==> config.mk <==
export PLATFORM = sky130hd
export DESIGN_NAME = muon_trigger_pair_reduction_tree_unit
export DESIGN_NICKNAME = d
export VERILOG_FILES = /design/src/mtprt_pkg.sv /design/src/mtprt_tree.sv /design/src/muon_trigger_pair_reduction_tree_unit.sv
export SDC_FILE = /design/constraint.sdc
export NUM_CORES = 1
export LEC_CHECK = 0
export BUFFER_PORTS_ARGS = -buffer_cell sky130_fd_sc_hd__buf_2
export CELL_PAD_IN_SITES_DETAIL_PLACEMENT = 1
export CELL_PAD_IN_SITES_GLOBAL_PLACEMENT = 1
export CORE_MARGIN = 3
export CORE_UTILIZATION = 45
export CTS_CLUSTER_DIAMETER = 120
export CTS_CLUSTER_SIZE = 12
export DETAILED_ROUTE_END_ITERATION = 8
export PLACE_DENSITY = 0.9
export RECOVER_POWER = 100
export SLEW_MARGIN = 40
export SYNTH_ARGS = -nofsm -noshare
export SYNTH_HDL_FRONTEND = slang
export SYNTH_SLANG_ARGS = --single-unit
==> constraint.sdc <==
create_clock -name i_clk -period 3.96 [get_ports i_clk]
set_clock_uncertainty 0.2 [all_clocks]
set_input_delay 0.396 -clock i_clk [delete_from_list [all_inputs] [get_ports i_clk]]
set_output_delay 0.396 -clock i_clk [all_outputs]
set_load 0.01 [all_outputs]
==> src/mtprt_pkg.sv <==
// package: widths, types and the tree node function of the pair reduction tree
`default_nettype none

package mtprt_pkg;

    localparam int NUM_BOARDS    = 16;
    localparam int WORD_BITS     = 6;
    localparam int NUM_MASK_REGS = NUM_BOARDS / 2;
    localparam int MASK_W        = 2 * WORD_BITS;
    localparam int LOCAL_W       = (NUM_BOARDS / 2) * WORD_BITS;
    localparam int DECISION_W    = 12;
    localparam int NUM_THRESH    = 3;
    localparam int CFG_IDX_W     = $clog2(NUM_MASK_REGS) + 1;
    localparam int MASK_SEL_W    = $clog2(NUM_MASK_REGS);

    localparam logic [MASK_W-1:0] MASK_RESET = '1;

    typedef logic [WORD_BITS-1:0]  t_word;
    typedef logic [DECISION_W-1:0] t_nibbles;
    typedef logic [NUM_MASK_REGS-1:0][MASK_W-1:0] t_mask_bank;

    // one tree node; first selects level 0 pair layout
    function automatic t_nibbles tree_node(input t_nibbles a, input t_nibbles b,
                                           input logic first);
        t_nibbles res;
        logic a0, a1, b0, b1, ls_in, us_in, ls, us;
        res = '0;
        for (int k = 0; k < NUM_THRESH; k++) begin
            if (first) begin
                a0 = a[2*k];
                a1 = a[2*k+1];
                b0 = b[2*k];
                b1 = b[2*k+1];
                ls_in = 1'b0;
                us_in = 1'b0;
            end else begin
                a0 = a[4*k+2];
                a1 = a[4*k+3];
                b0 = b[4*k+2];
                b1 = b[4*k+3];
                ls_in = a[4*k+1] | b[4*k+1];
                us_in = a[4*k] | b[4*k];
            end
            ls = (a0 & b0) | (a1 & b1) | ls_in;
            us = (a0 & b1) | (a1 & b0) | us_in;
            res[4*k +: 4] = {a1 | b1, a0 | b0, ls, us};
        end
        return res;
    endfunction

endpackage

`default_nettype wire

==> src/mtprt_tree.sv <==
// masking of the local words and the four-level pair reduction tree
`default_nettype none

module mtprt_tree
    import mtprt_pkg::*;
(
    input  wire logic [LOCAL_W-1:0]    i_words_low,
    input  wire logic [LOCAL_W-1:0]    i_words_high,
    input  wire t_mask_bank            i_masks,
    output logic      [DECISION_W-1:0] o_decision
);

    logic [2*LOCAL_W-1:0]              words;
    t_nibbles [NUM_BOARDS-1:0]         lvl0;
    t_nibbles [NUM_BOARDS/2-1:0]       lvl1;
    t_nibbles [NUM_BOARDS/4-1:0]       lvl2;
    t_nibbles [NUM_BOARDS/8-1:0]       lvl3;
    t_nibbles                          lvl4;

    assign words = {i_words_high, i_words_low};

    always_comb begin
        for (int b = 0; b < NUM_BOARDS; b++) begin
            lvl0[b] = t_nibbles'(words[WORD_BITS*b +: WORD_BITS]
                      & i_masks[b/2][WORD_BITS*(b%2) +: WORD_BITS]);
        end
        for (int j = 0; j < NUM_BOARDS/2; j++) begin
            lvl1[j] = tree_node(lvl0[2*j], lvl0[2*j+1], 1'b1);
        end
        for (int j = 0; j < NUM_BOARDS/4; j++) begin
            lvl2[j] = tree_node(lvl1[2*j], lvl1[2*j+1], 1'b0);
        end
        for (int j = 0; j < NUM_BOARDS/8; j++) begin
            lvl3[j] = tree_node(lvl2[2*j], lvl2[2*j+1], 1'b0);
        end
        lvl4 = tree_node(lvl3[0], lvl3[1], 1'b0);
    end

    assign o_decision = lvl4;

endmodule

`default_nettype wire

==> src/muon_trigger_pair_reduction_tree_unit.sv <==
// top level: mask registers, input register, reduction tree and result register
//
//   channel  direction  handshake                  payload
//   in       input      i_in_valid / o_in_ready    i_local_words_low, i_local_words_high
//   out      output     o_out_valid / i_out_ready  o_regional_decision
//   cfg      input      i_cfg_we                   i_cfg_index, i_cfg_data
//
// an accepted item passes through the input register, then the result register, to its result
// one item per cycle sustained while the output is not stalled; the tree sits between the two registers
// reset is synchronous and clears the valid flags and sets all masks to ones
// a stalled output stage holds its item; the input stage fills behind it, then ready drops
`default_nettype none

module muon_trigger_pair_reduction_tree_unit
    import mtprt_pkg::*;
(
    input  wire logic                  i_clk,
    input  wire logic                  i_rst_n,
    input  wire logic                  i_in_valid,
    output logic                       o_in_ready,
    input  wire logic [LOCAL_W-1:0]    i_local_words_low,
    input  wire logic [LOCAL_W-1:0]    i_local_words_high,
    output logic                       o_out_valid,
    input  wire logic                  i_out_ready,
    output logic      [DECISION_W-1:0] o_regional_decision,
    input  wire logic                  i_cfg_we,
    input  wire logic [CFG_IDX_W-1:0]  i_cfg_index,
    input  wire logic [MASK_W-1:0]     i_cfg_data
);

    t_mask_bank               r_mask;
    logic                     r_in_valid;
    logic [LOCAL_W-1:0]       r_words_low;
    logic [LOCAL_W-1:0]       r_words_high;
    logic                     r_out_valid;
    logic [DECISION_W-1:0]    r_decision;
    logic [DECISION_W-1:0]    n_decision;
    logic                     out_take;

    // output stage can take a new item
    assign out_take   = !r_out_valid || i_out_ready;
    assign o_in_ready = !r_in_valid || out_take;

    always_ff @(posedge i_clk) begin
        if (!i_rst_n) begin
            for (int p = 0; p < NUM_MASK_REGS; p++) begin
                r_mask[p] <= MASK_RESET;
            end
        end else if (i_cfg_we && (i_cfg_index < CFG_IDX_W'(NUM_MASK_REGS))) begin
            r_mask[i_cfg_index[MASK_SEL_W-1:0]] <= i_cfg_data;
        end
    end

    always_ff @(posedge i_clk) begin
        if (!i_rst_n) begin
            r_in_valid <= 1'b0;
        end else if (o_in_ready) begin
            r_in_valid <= i_in_valid;
        end
    end

    always_ff @(posedge i_clk) begin
        if (o_in_ready && i_in_valid) begin
            r_words_low  <= i_local_words_low;
            r_words_high <= i_local_words_high;
        end
    end

    mtprt_tree u_tree (
        .i_words_low  (r_words_low),
        .i_words_high (r_words_high),
        .i_masks      (r_mask),
        .o_decision   (n_decision)
    );

    always_ff @(posedge i_clk) begin
        if (!i_rst_n) begin
            r_out_valid <= 1'b0;
        end else if (out_take) begin
            r_out_valid <= r_in_valid;
        end
    end

    always_ff @(posedge i_clk) begin
        if (out_take && r_in_valid) begin
            r_decision <= n_decision;
        end
    end

    assign o_out_valid         = r_out_valid;
    assign o_regional_decision = r_decision;

`ifndef ASSERT_OFF
    a_in_fills: assert property (@(posedge i_clk) disable iff (!i_rst_n)
        i_in_valid && o_in_ready |=> r_in_valid)
        else $error("accepted item not held in input stage");

    a_out_fills: assert property (@(posedge i_clk) disable iff (!i_rst_n)
        r_in_valid && out_take |=> o_out_valid)
        else $error("input stage item did not reach result register");

    a_no_drop: assert property (@(posedge i_clk) disable iff (!i_rst_n)
        r_in_valid && !out_take |=> r_in_valid && $stable(r_words_low)
                                    && $stable(r_words_high))
        else $error("input stage item lost during output stall");

    a_reset_empty: assert property (@(posedge i_clk)
        !i_rst_n |=> !o_out_valid && !r_in_valid)
        else $error("pipeline not empty after reset");
`endif

endmodule

`default_nettype wire

==> results.toml <==
[route]
final_antenna_net_count = 0
routedWlPerCell_um = 23.32
vias_per_cell = 6.194
totalWireLength_mm = 30.69
drt_iter0_drc = 622
drtPass1Iterations = 5
drc = 0
vias = 8151

[yosys]
ys_seq_area_share_pct = 59.35
synthesis.area_mm2 = 0.008770
yosysTopAreaCell = "edfxtp_1"
synthCells = 829
synthArstFlopShare_pct = 0
yosysUniqueCellTypes = 30
yosys.cell_count.top_type = "nand2_1"
synth_seq_cells = 206
synth_edf_count = 108
synth_ff_type = "edfxtp_1"
netlist.area_leader.share_pct = 36.98
synthTopCellsByArea = "edfxtp_1 (37%), dfxtp_1 (22%), nand4_1 (9.8%)"
postSynthAreaPerCell_um2 = 10.58
synth_warnings = 0
synth_fp_nets = 946
synthTopCellsByCount = "nand2_1 (204), nand4_1 (138), edfxtp_1 (108)"

[floorplanning]
dieArea_mm2 = 0.02120
rows = 50
coreArea_mm2 = 0.01896
die_h_um = 145.6
start_util_pct = 46.26
num_io_pins = 131
die_w_um = 145.6

[timing]
fin_crit_ns = 2.471
finalSetupViolations = 0
slew_headroom_pct = -14.09
fmax_ghz = 0.4047
period_share_pct = 62.40
max_slew.worst_pin.slew_ns = 1.708
finalSetupTns_ns = 0
rsz0062_at_grt = "no"
final_max_slew_viol_count = 13
hold_violations = 0

[critical_path]
cp-start-kind = "flop"
worstPathArrival_ns = 2.44
reg2reg_depth = 4
r2r_end = "r_words_high[34]$_DFFE_PP_"
r2r-start = "o_out_valid$_SDFFE_PN0P_"
worstPathMaxFanout = 44
worstSetupPathType = "flop to flop"
rrSetupSlack_ns = 1.49
endpoint_kind = "flop"
required_ns = 3.92
crit_path_start = "o_out_valid$_SDFFE_PN0P_"

[layout]
fillerInstances = 2080
fin_nets = 1160
syn_to_final_growth_pct = 26.21
final_layout_size_suffix_gt1_share_pct = 15.73
fin_util_pct = 58.39

[cts]
cts_tree = "done"
cts-root-buf = "clkbuf_16"
clk_latency_ns = 0.50
numCtsBuffers = 21
clock-sinks = 206
cts.clk_slew.worst_paths_ns = 0.06
h-tree-depth = 1
cts_buffer_depth = 3

[power]
ir_worst_vdd_v = 0.0003123
power_density_mw_per_mm2 = 423.3
p_leak_nw = 4.237

[hold_path]
hold_class = "input port to flop"
hold_depth = 3
hold_start = "i_cfg_data[8]"
holdPathEnd = "r_mask[92]$_SDFFE_PN1P_"

[grt]
grt_pass1_vias = 8386
grt_use_total_pct = 27.98
grt_pass1_wl_mm = 47.40
grt_max_degree = 99
overflow = 0
antenna_found_initial = 0

[placement]
portBuffers = 130
hpwl_mm = 19.53
gp_congestion = 0.9610

[status]
violations = "capacitance limit, slew limit"
status = "finished, violations left"

[flow_run]
drv_cap = 1
-- sequential cells by signal, summed over array words and instances (netlist names) --
name	cells
r_mask	96
r_words_high	48
r_words_low	48
o_regional_decision	12
o_out_valid	1
r_in_valid	1
-- worst max path at each step --
stage,to,slack [ns],cells past startpoint
floorplan,r_words_high[0]$_DFFE_PP_,0.42,3
global placement,r_words_low[46]$_DFFE_PP_,1.85,5
detailed placement,r_words_low[46]$_DFFE_PP_,1.75,5
CTS,r_words_high[10]$_DFFE_PP_,1.85,4
global route,r_words_high[34]$_DFFE_PP_,1.33,4
finish,r_words_high[34]$_DFFE_PP_,1.49,4
-- layout make-up --
| type | count | area, um2 | share of cell area (%) |
|---|---|---|---|
| clock inverter | 1 | 11.26 | 0.1017 |
| multi-input combinational | 582 | 3308 | 29.89 |
| sequential | 206 | 5205 | 47.03 |
| antenna | 1 | 2.502 | 0.02261 |
| timing repair buffer | 232 | 1642 | 14.83 |
| clock buffer | 34 | 574.3 | 5.189 |
| tap | 260 | 325.3 | 2.939 |
-- where the power goes --
group / leakage (nW) / switching [mW] / internal (mW)
logic: 2.15 / 0.239 / 0.200
registers: 1.81 / 0.0948 / 2.34
clock network: 0.280 / 0.823 / 0.991
-- per-layer routing --
metal | track usage [%] | up-vias | share of wire [%]
li1 | - | 3637 | -
met1 | 36.51 | 4047 | 40
met2 | 48.96 | 393 | 50
met3 | 3.644 | 74 | 6.5
met4 | 8.310 | 0 | 3.1
met5 | 0 | - | 0
-- cell usage in the layout (no fill, tap or decap), drive strengths merged, types with 3 or more instances in the layout --
cell type      n
a2111oi        6
a22oi         72
buf          101
clkbuf        68
dfxtp         98
dlygate4sd3   97
edfxtp       108
nand2        204
nand3         97
nand3b         3
nand4        138
nor2b          3
nor3b          3
nor4          12
o22ai         24
or2            7
-- critical path, stage by stage, from the launching register on --
cell,delay (ns)
dfxtp_1,0.31
nor2b_1,0.17
nand2_1,0.10
and2_0,0.98
buf_12,0.34
-- kinds of logic (layout without fill, tap and decap cells) --
kind of cell           count (synthesis)  in the layout  share of synthesized area [%]
buffers and inverters                 41            267                          2.682
AND/OR/NAND/NOR                      478            478                          27.38
AO/OA/AOI/OAI                        104            104                          10.59
flip-flops                           206            206                          59.35
other                                  0              1                              0
-- through the flow --
step / std cells / hold slack, ns / power [mW] / setup slack (ns) / area (um2)
2_1_floorplan: 829 / 0.2739 / 2.662 / 0.4246 / 8770
3_3_place_gp: 1182 / 0.2913 / 2.800 / 1.851 / 9555
3_5_place_dp: 1182 / 0.3047 / 2.819 / 1.753 / 9565
4_1_cts: 1314 / 0.03802 / 4.667 / 1.848 / 11120
5_1_grt: 1315 / 0.05348 / 4.838 / 1.329 / 11070
6_report: 1316 / 0.05255 / 4.685 / 1.489 / 11070
-- repair_timing --
item | in CTS | in global routing
setup buffers | 0 | 0
gates resized for setup | 0 | 0
hold buffers | 97 | 0
endpoints found under the setup margin | 0 | 0
hold endpoints to repair | 97 | 0
No activity file was read; power rests on OpenSTA's default activity.
